File: src/design/ple_pkg.sv
// Shared types and codes for the positional list engine.
package ple_pkg;

	localparam int POS_W = 8;
	localparam int DATA_W = 32;
	localparam int LEN_W = 6;

	typedef enum logic [1:0] {
		KIND_APPEND = 2'd0,
		KIND_INSERT = 2'd1,
		KIND_DELETE = 2'd2,
		KIND_READ   = 2'd3
	} ple_kind_t;

	typedef enum logic [1:0] {
		ST_OK    = 2'd0,
		ST_RANGE = 2'd1,
		ST_FULL  = 2'd2
	} ple_status_t;

	typedef struct packed {
		ple_kind_t                 kind;
		logic [POS_W-1:0]          position;
		logic signed [DATA_W-1:0]  value;
	} ple_req_t;

	typedef struct packed {
		ple_status_t               status;
		logic signed [DATA_W-1:0]  read_value;
		logic [LEN_W-1:0]          length;
	} ple_rsp_t;

	// Command broadcast to every cell of the row.
	typedef struct packed {
		logic                      ins;
		logic                      del;
		logic [POS_W-1:0]          slot;
		logic signed [DATA_W-1:0]  value;
	} ple_cmd_t;

endpackage

File: src/design/ple_cell.sv
// One storage cell of the list row: holds one item and shifts with its neighbors.
module ple_cell #(
	parameter int IDX = 0
) (
	input  logic                              clk,
	input  ple_pkg::ple_cmd_t                 cmd,
	input  logic signed [ple_pkg::DATA_W-1:0] left_item,
	input  logic signed [ple_pkg::DATA_W-1:0] right_item,
	output logic signed [ple_pkg::DATA_W-1:0] item
);
	import ple_pkg::*;

	logic signed [DATA_W-1:0] item_q;
	logic                     hit;
	logic                     above;

	// The cell compares its own index with the slot of the operation.
	assign hit   = (cmd.slot == POS_W'(IDX));
	assign above = (cmd.slot < POS_W'(IDX));

	always_ff @(posedge clk) begin
		if (cmd.ins) begin
			if (hit) begin
				item_q <= cmd.value;
			end else if (above) begin
				item_q <= left_item;
			end
		end else if (cmd.del && (hit || above)) begin
			item_q <= right_item;
		end
	end

	assign item = item_q;

endmodule

File: src/design/ple_row.sv
// Row of list cells with the neighbor wiring and the read selection.
module ple_row #(
	parameter int CAPACITY = 32
) (
	input  logic                              clk,
	input  ple_pkg::ple_cmd_t                 cmd,
	output logic signed [ple_pkg::DATA_W-1:0] rd_item
);
	import ple_pkg::*;

	localparam int AW = (CAPACITY > 1) ? $clog2(CAPACITY) : 1;

	logic signed [DATA_W-1:0] items [CAPACITY];

	for (genvar i = 0; i < CAPACITY; i++) begin : g_cell
		logic signed [DATA_W-1:0] left_item;
		logic signed [DATA_W-1:0] right_item;

		// The end cells never take from outside the row; they see themselves.
		if (i == 0) begin : g_first
			assign left_item = items[i];
		end else begin : g_mid_l
			assign left_item = items[i-1];
		end
		if (i == CAPACITY - 1) begin : g_last
			assign right_item = items[i];
		end else begin : g_mid_r
			assign right_item = items[i+1];
		end

		ple_cell #(
			.IDX(i)
		) u_cell (
			.clk        (clk),
			.cmd        (cmd),
			.left_item  (left_item),
			.right_item (right_item),
			.item       (items[i])
		);
	end

	assign rd_item = items[cmd.slot[AW-1:0]];

endmodule

File: src/design/positional_list_engine_unit.sv
// Top level of the positional list engine: control, length counter and result register.
//
// The engine keeps an ordered list of up to CAPACITY signed 32-bit items,
// addressed by 1-based positions, in a row of cells that each hold one item.
// Every accepted request beat (append, insert before a position, delete at a
// position, or read at a position) finishes in the cycle it is accepted: all
// cells compare their own index with the target slot at once and either keep
// their item, load the new value, or take the item of the left or right
// neighbor. The engine therefore takes one request per clock, and its result
// beat appears on the response channel in the cycle after acceptance. The only
// thing that holds requests back is a response beat that is still stalled,
// since the single result register must be free or emptying. The result
// carries a status (ok, position out of range, or store full), the item read
// by a successful read (zero otherwise) and the list length after the
// operation. After reset the list is empty; the stored items need no clearing
// because a position check keeps every read inside the written part.
module positional_list_engine_unit #(
	parameter int CAPACITY = 32
) (
	input  logic              clk,
	input  logic              arst_n,
	input  logic              req_valid,
	output logic              req_stall,
	input  ple_pkg::ple_req_t req,
	output logic              rsp_valid,
	input  logic              rsp_stall,
	output ple_pkg::ple_rsp_t rsp
);
	import ple_pkg::*;

	localparam int CW = $clog2(CAPACITY + 1);

	logic [CW-1:0]            count_q;
	logic [CW-1:0]            count_next;
	logic                     rsp_valid_q;
	ple_rsp_t                 rsp_q;

	logic                     accept;
	logic [POS_W:0]           pos_ext;
	logic [POS_W:0]           cnt_ext;
	logic                     pos_zero;
	logic                     ins_in_range;
	logic                     rd_in_range;
	logic                     full;
	logic                     do_ins;
	logic                     do_del;
	logic                     do_rd;
	ple_status_t              status;
	ple_cmd_t                 cmd;
	logic signed [DATA_W-1:0] rd_item;

	// A new beat is taken whenever the result register is empty or is being
	// emptied in this cycle.
	assign req_stall = rsp_valid_q && rsp_stall;
	assign accept    = req_valid && !req_stall;

	// Range checks are made one bit wider so that length plus one never wraps.
	assign pos_ext      = {1'b0, req.position};
	assign cnt_ext      = (POS_W + 1)'(count_q);
	assign pos_zero     = (req.position == '0);
	assign ins_in_range = !pos_zero && (pos_ext <= cnt_ext + 1'b1);
	assign rd_in_range  = !pos_zero && (pos_ext <= cnt_ext);
	assign full         = (cnt_ext == (POS_W + 1)'(CAPACITY));

	always_comb begin
		do_ins   = 1'b0;
		do_del   = 1'b0;
		do_rd    = 1'b0;
		status   = ST_OK;
		cmd.slot = req.position - 1'b1;
		unique case (req.kind)
			KIND_APPEND: begin
				// An append is an insert at the slot just past the last item.
				cmd.slot = POS_W'(count_q);
				if (full) begin
					status = ST_FULL;
				end else begin
					do_ins = 1'b1;
				end
			end
			KIND_INSERT: begin
				if (!ins_in_range) begin
					status = ST_RANGE;
				end else if (full) begin
					status = ST_FULL;
				end else begin
					do_ins = 1'b1;
				end
			end
			KIND_DELETE: begin
				if (!rd_in_range) begin
					status = ST_RANGE;
				end else begin
					do_del = 1'b1;
				end
			end
			KIND_READ: begin
				if (!rd_in_range) begin
					status = ST_RANGE;
				end else begin
					do_rd = 1'b1;
				end
			end
			default: begin
				status = ST_RANGE;
			end
		endcase
		cmd.ins   = accept && do_ins;
		cmd.del   = accept && do_del;
		cmd.value = req.value;
	end

	always_comb begin
		count_next = count_q;
		if (do_ins) begin
			count_next = count_q + 1'b1;
		end else if (do_del) begin
			count_next = count_q - 1'b1;
		end
	end

	ple_row #(
		.CAPACITY(CAPACITY)
	) u_row (
		.clk     (clk),
		.cmd     (cmd),
		.rd_item (rd_item)
	);

	always_ff @(posedge clk or negedge arst_n) begin
		if (!arst_n) begin
			count_q     <= '0;
			rsp_valid_q <= 1'b0;
		end else begin
			if (accept) begin
				count_q     <= count_next;
				rsp_valid_q <= 1'b1;
			end else if (!rsp_stall) begin
				rsp_valid_q <= 1'b0;
			end
		end
	end

	// The result payload needs no reset; it is only looked at with its valid.
	always_ff @(posedge clk) begin
		if (accept) begin
			rsp_q.status     <= status;
			rsp_q.read_value <= do_rd ? rd_item : '0;
			rsp_q.length     <= LEN_W'(count_next);
		end
	end

	assign rsp_valid = rsp_valid_q;
	assign rsp       = rsp_q;

endmodule

File: config.mk
export PLATFORM = sky130hd
export DESIGN_NAME = positional_list_engine_unit
export DESIGN_NICKNAME = d
export VERILOG_FILES = /design/src/design/ple_pkg.sv /design/src/design/ple_cell.sv /design/src/design/ple_row.sv /design/src/design/positional_list_engine_unit.sv
export SDC_FILE = /design/constraint.sdc
export NUM_CORES = 2
export LEC_CHECK = 0
export ABC_AREA = 1
export BUFFER_PORTS_ARGS = -buffer_cell sky130_fd_sc_hd__buf_2
export CAP_MARGIN = 0
export CORE_UTILIZATION = 45
export CTS_CLUSTER_DIAMETER = 50
export DETAILED_ROUTE_END_ITERATION = 8
export SYNTH_ARGS = -nofsm -noshare
export SYNTH_HDL_FRONTEND = slang
export SYNTH_SLANG_ARGS = --single-unit
File: constraint.sdc
create_clock -name clk -period 5.35 [get_ports clk]
set_clock_uncertainty 0.05 [all_clocks]
set_input_delay 1.07 -clock clk [delete_from_list [all_inputs] [get_ports clk]]
set_output_delay 1.07 -clock clk [all_outputs]
set_load 0.03 [all_outputs]
Yosys cells after proc, flatten, opt, wreduce, memory -nomap -nowiden:

Cells that the tools add are included.

* flip-flop bits (word level): 1071
* input port bits: 46
* output and inout bits: 42
* word-level logic and storage cells: 425

* add/sub/neg operators: 4
* $lt $le $gt $ge: 35
* equal/unequal tests: 67
* muxes and demuxes: 143
* bitwise operators: 1
* reductions and logical operators: 138

Operators with widths (count)
* two-way mux 32 bit: 127
* binary-select mux 32 bit (select 5 bit): 1
* equality test 8 x 5 -> 1 bit, second input constant: 16
* less-than comparator 8 x 5 -> 1 bit, second input constant: 16
* != test 3 x 1 -> 1 bit, second input constant: 30
* equality test 8 x 4 -> 1 bit, second input constant: 8
* less-than comparator 8 x 4 -> 1 bit, second input constant: 8
* AND reduction 2 bit: 32
* nonzero test 2 bit: 32
* logical AND 1 bit: 37
* equality test 8 x 3 -> 1 bit, second input constant: 4
* less-than comparator 8 x 3 -> 1 bit, second input constant: 4
* logical OR 1 bit: 31
* equality test 8 x 2 -> 1 bit, second input constant: 2
* logical NOT 8 bit: 2
* less-than comparator 8 x 1 -> 1 bit, second input constant: 2
* less-than comparator 8 x 2 -> 1 bit, second input constant: 2
* two-way mux 6 bit: 2
* equality test 8 x 1 -> 1 bit, second input constant: 1
* less-or-equal comparator 8 x 6 -> 1 bit: 1
* less-or-equal comparator 8 x 7 -> 1 bit: 1
* two-way mux 1 bit: 8
* two-way mux 8 bit: 1
* subtractor 8 x 1 -> 8 bit, second input constant: 1
* 15 further kinds: 19

Logic depth before layout (Yosys ltp):

* depth in word-level cells: 9
* depth in mapped cells: 20
* mapped depth without buffers: 18

Cells and area by module:

From an unflattened synthesis, not the netlist that was laid out.

* cell total of the unflattened synthesis: 11731
* area total of the unflattened synthesis: 80101.8 µm²

By module, submodules not included
* ple_row: times used 1, cells each 2431, area each 10796.6 µm², sequential area each 0.0 µm²
* ple_cell (u_row.g_cell[23].u_cell ...): times used 2, cells each 287, area each 2085.8 µm², sequential area each 960.9 µm²
* ple_cell (u_row.g_cell[24].u_cell ...): times used 2, cells each 289, area each 2075.7 µm², sequential area each 960.9 µm²
* positional_list_engine_unit: times used 1, cells each 307, area each 3025.4 µm², sequential area each 1376.3 µm²
* ple_cell (u_row.g_cell[4].u_cell): times used 1, cells each 289, area each 2203.4 µm², sequential area each 960.9 µm²
* ple_cell (u_row.g_cell[13].u_cell): times used 1, cells each 286, area each 2192.1 µm², sequential area each 960.9 µm²
* ple_cell (u_row.g_cell[19].u_cell): times used 1, cells each 290, area each 2165.8 µm², sequential area each 960.9 µm²
* ple_cell (u_row.g_cell[31].u_cell): times used 1, cells each 289, area each 2142.1 µm², sequential area each 960.9 µm²
* ple_cell (u_row.g_cell[25].u_cell): times used 1, cells each 295, area each 2138.3 µm², sequential area each 960.9 µm²
* ple_cell (u_row.g_cell[2].u_cell): times used 1, cells each 291, area each 2132.0 µm², sequential area each 960.9 µm²
* ple_cell (u_row.g_cell[10].u_cell): times used 1, cells each 290, area each 2125.8 µm², sequential area each 960.9 µm²
* ple_cell (u_row.g_cell[12].u_cell): times used 1, cells each 288, area each 2123.3 µm², sequential area each 960.9 µm²
* ple_cell (u_row.g_cell[5].u_cell): times used 1, cells each 292, area each 2120.8 µm², sequential area each 960.9 µm²
* ple_cell (u_row.g_cell[29].u_cell): times used 1, cells each 291, area each 2102.0 µm², sequential area each 960.9 µm²
* +18 rows

Worst setup path after synthesis:

OpenSTA, ideal clock, no wires.

* path kind: input to register
* start: input port rsp_stall
* end: register u_row.g_cell[0].u_cell.item_q[0] (enable)
* library setup time: 0.421 ns
* arrival: 4.743 ns
* data required time: 4.879 ns
* slack: 0.136 ns
* cell stages on the path: 6
* buffers on the path: 1
* path through: nand2_1 -> inv_1 -> nor2_1 -> clkbuf_1 -> nand3_1 -> nor2_1

* longest elaborated chain between the ends: 7
* elaborated cells between the ends (all ways): 9
* those cells by class: eq/ne: 1; reduce/logical: 8

RTL lines
* start: declaration: RTL line positional_list_engine_unit.sv:26 `input logic rsp_stall,`
* logical AND 1 bit *: RTL line positional_list_engine_unit.sv:54 `assign req_stall = rsp_valid_q && rsp_stall;`
* net req_stall: RTL line positional_list_engine_unit.sv:23 `output logic req_stall,`
* logical NOT 1 bit *: RTL line positional_list_engine_unit.sv:55 `assign accept = req_valid && !req_stall;`
* logical AND 1 bit *: RTL line positional_list_engine_unit.sv:55
* net accept: RTL line positional_list_engine_unit.sv:38 `logic accept;`
* logical AND 1 bit: RTL line positional_list_engine_unit.sv:109 `cmd.del = accept && do_del;`
* logical AND 1 bit: RTL line ple_cell.sv:28 `end else if (cmd.del && (hit || above)) begin`
* nonzero test 2 bit (no source line)
* AND reduction 2 bit (no source line) *
* end signal: assignment: RTL line ple_cell.sv:24 `item_q <= cmd.value;`
* end signal: assignment: RTL line ple_cell.sv:26 `item_q <= left_item;`
* end signal: assignment: RTL line ple_cell.sv:29 `item_q <= right_item;`
* end: declaration: RTL line ple_cell.sv:13 `logic signed [DATA_W-1:0] item_q;`

The timed path passes the listed nets; every way through them passes the cells marked *.
A chain may end at the register's enable or synchronous reset.

Final worst setup path:

* start: register count_q[1]
* end: register u_row.g_cell[25].u_cell.item_q[18] (enable)

* longest elaborated chain between the ends: 8
* elaborated cells between the ends (all ways): 21
* those cells by class: add/sub: 1; order compare: 3; eq/ne: 3; mux: 6; reduce/logical: 8

RTL lines
* start: declaration: RTL line positional_list_engine_unit.sv:33 `logic [CW-1:0] count_q;`
* start signal: assignment: RTL line positional_list_engine_unit.sv:136 `count_q <= count_next;`
* adder 6 x 1 -> 7 bit / less-or-equal comparator 8 x 6 -> 1 bit (equally long branches): RTL line positional_list_engine_unit.sv:61, positional_list_engine_unit.sv:62
* less-or-equal comparator 8 x 7 -> 1 bit / logical AND 1 bit (equally long branches): RTL line positional_list_engine_unit.sv:61, positional_list_engine_unit.sv:62
* logical AND 1 bit / two-way mux 1 bit (equally long branches): RTL line positional_list_engine_unit.sv:61, positional_list_engine_unit.sv:91
* two-way mux 1 bit, on equally long branches: RTL line positional_list_engine_unit.sv:82, positional_list_engine_unit.sv:71
* one-hot mux 1 bit (2 select lines) / logical AND 1 bit (equally long branches): RTL line positional_list_engine_unit.sv:71, positional_list_engine_unit.sv:109
* logical AND 1 bit, on equally long branches: RTL line positional_list_engine_unit.sv:108, ple_cell.sv:28
* != test 3 x 1 -> 1 bit (no source line) / nonzero test 2 bit (equally long branches)
* AND reduction 2 bit (no source line) *
* end signal: assignment: RTL line ple_cell.sv:24
* end signal: assignment: RTL line ple_cell.sv:26
* end signal: assignment: RTL line ple_cell.sv:29
* end: declaration: RTL line ple_cell.sv:13

Every way passes the cells marked *; elsewhere a longest branch is shown, timed or not.

==> reports/metrics.cfg <==
[clock_network]
clock-sinks=1071
post-cts-setup-buffers=0
clkLatencyLatePin_ns=0.81
cts_tree=built
postCtsHoldBufs=0
cts_buffers=153
clockBufferDepth=3
cts-resized-gates=0
clk_pin_slew_ns=0.05
cts_root_buffer=clkbuf_16
htree_levels=4

[floorplanning]
die-area_sq_um=157000
start_util_pct=45.3
core_area_sq_um=154000
die_w_um=396
die_y_um=396
ios=88
rows=144

[sta]
report.final.slew_viol_count=0
fin_ws_ns=0.988
timing.fmax_mhz=229
hold_violations=0
tightest_slew_ns=1.06
finalSetupTns_ns=0
period_minus_slack_ns=4.36
fin_hold_ws_ns=0.0602
finalCritPeriodShare_pct=81.5
slew_headroom_pct=29.5
setup_viol=0
rsz0062_at_grt=no

[synth]
syn_area_per_cell_sq_um=6.93
ys_seq_elements=1071
ys_warn_count=0
synth_edf_count=1064
seq_area_frac_synth_pct=46.0
ys_types=37
synth_async_sr_flop_share_pct=0.654
synthFlopType=edfxtp_1
syn_nets=10100
synthesis.area_sq_um=69800
syn_inst=10100

[layout]
fillers=15300
drive_gt1_share_pct=6.89
area_growth_pct=11.0
nets=9847
fin_area_sq_um=77500
layout_commonest_cell=nand2_1
finalNonFillerCells=11900
mostFrequentLayoutCells=5327 x nand2_1, 1599 x nand3_1, 1064 x edfxtp_1

[place]
gp_congestion=0.905
dpl-instance-area_sq_um=72600
port_buffers=87
dp_slack_ns=0.894
hpwlAfterDp_um=172000
place_inst=11700

[global_route]
grt_pass1_vias=62500
grt_overflow=0
antenna_found_initial=20
track_usage_pct=34.8
grt_max_degree=162
grt_pass1_wl_um=414000

[drt]
drt_iter0_drc=10400
drc=0
via_per_inst=5.74
wire_per_inst_um=23.3
ant_nets=0
dr_total_vias=68600
first_pass_iters=7
wl_um=279000

[worst_setup_path]
cpMostUsedCell=nand2_1
rrSetupSlack_ns=0.99
worst_r2r_startpoint=count_q[1]
required_ns=5.71
arrival_ns=4.73
start_kind=register
max_stage_delay_ns=0.56
reg2reg_depth=17
worstSetupEndpointType=register
worstReg2RegEnd=u_row.g_cell[25].u_cell.item[18]
path_cells=ha_1, nand3_1, nor2_1, nand2_1, ha_1, nand2_1, nand2_1, a31oi_1, nand2_1, nand2_1, nand2_1, nand2_2, nand2_1, nand2_1, nand3_1, nor2_4, buf_4
crit_path_max_fanout=32
timing_worst_setup_path_type=register to register
crit_path_top_delay_cell=buf_4

[run_status]
status=complete, no violations

[job]
maxCapViolCount=0

[pwr]
powerDensity_nw_per_um2=319
power_leakage_uw=0.0361
ir_drop_mv=0.318

[worst_hold_path]
hold_path_class=input pin to async pin

-- state kept, by name, indices dropped and copies added, names as in the netlist --
register                  cells
count_q                       6
rsp                          40
rsp_valid                     1
u_row.g_cell.u_cell.item   1024
-- worst max-delay path by stage --
stage,cells past startpoint,end,slack [ns],from
4_1_cts,17,u_row.g_cell[30].u_cell.item[18],1.03,count_q[1]
5_1_grt,17,u_row.g_cell[25].u_cell.item[18],0.77,count_q[1]
3_3_place_gp,14,u_row.g_cell[25].u_cell.item[15],0.86,req[38]
6_report,17,u_row.g_cell[25].u_cell.item[18],0.99,count_q[1]
3_5_place_dp,14,u_row.g_cell[30].u_cell.item[30],0.89,req[38]
2_1_floorplan,6,u_row.g_cell[0].u_cell.item[0],0.14,rsp_stall
-- power breakdown --
part	leakage [uW]	switching (uW)	internal [uW]	total (uW)
sequential	0.00971	111	9430	9540
clock	0.00241	4120	6110	10200
combinational	0.0240	3790	1210	5000
total	0.0361	8030	16700	24800
-- Yosys cell counts (33+ instances only) --
cell      number  share of area (%)
inv_1        479                2.6
o211ai_1     127                1.4
clkbuf_1     377                2.0
buf_1         73               0.39
o21ai_1       44               0.32
nand3_1     1599                 11
o21ai_0      243                1.7
nand2_1     5331                 29
buf_2        303                2.2
nor2_1       226                1.2
edfxtp_1    1064                 46
a21oi_1       56               0.40
buf_4         33               0.35
-- cells by family (layout without fill, tap and decap cells) --
group | after synthesis | after routing | share of synthesized area (%)
fa+ha+maj | 17 | 17 | 0.305
buf+inv | 1296 | 1121 | 7.82
xor+xnor | 9 | 9 | 0.113
simple gates | 7200 | 7200 | 41.8
other cells | 0 | 1 | 0
compound gates | 485 | 485 | 4.00
flops | 1071 | 1071 | 46.0
-- final cells by class --
type / count / area [sq um] / area share (%)
Multi-Input combinational cell: 7711 / 32700 / 42.2
Sequential cell: 1071 / 32100 / 41.4
Clock buffer: 179 / 4030 / 5.20
Timing Repair Buffer: 350 / 3300 / 4.25
Tap cell: 2044 / 2560 / 3.30
Inverter: 497 / 1870 / 2.42
Clock inverter: 95 / 950 / 1.22
Antenna cell: 1 / 2.50 / 0.00323
-- through the flow --
stage               total power [uW]  util, %
floorplan                      12600        -
global placement               14500     47.1
detailed placement             14500     47.1
CTS                            24600     50.3
global route                   25500     50.3
finish                         24800     50.3
-- critical path, delay by kind of cell, from the launching register on --
family                   cells  cell delay, ns
AND/OR/NAND/NOR             13            2.06
flip-flops                   1            0.51
adder cells (fa/ha/maj)      2            0.56
AO/OA/AOI/OAI                1            0.20
buffers and inverters        1            0.56
-- layer usage --
| metal | up-vias | track usage (%) | routed length, um |
|---|---|---|---|
| li1 | 31900 | - | - |
| met1 | 31700 | 49.2 | 113000 |
| met2 | 4384 | 52.6 | 122000 |
| met3 | 609 | 7.73 | 34400 |
| met4 | 10 | 11.3 | 9230 |
| met5 | - | 0 | 106 |
No activity file was read; power rests on OpenSTA's default activity.
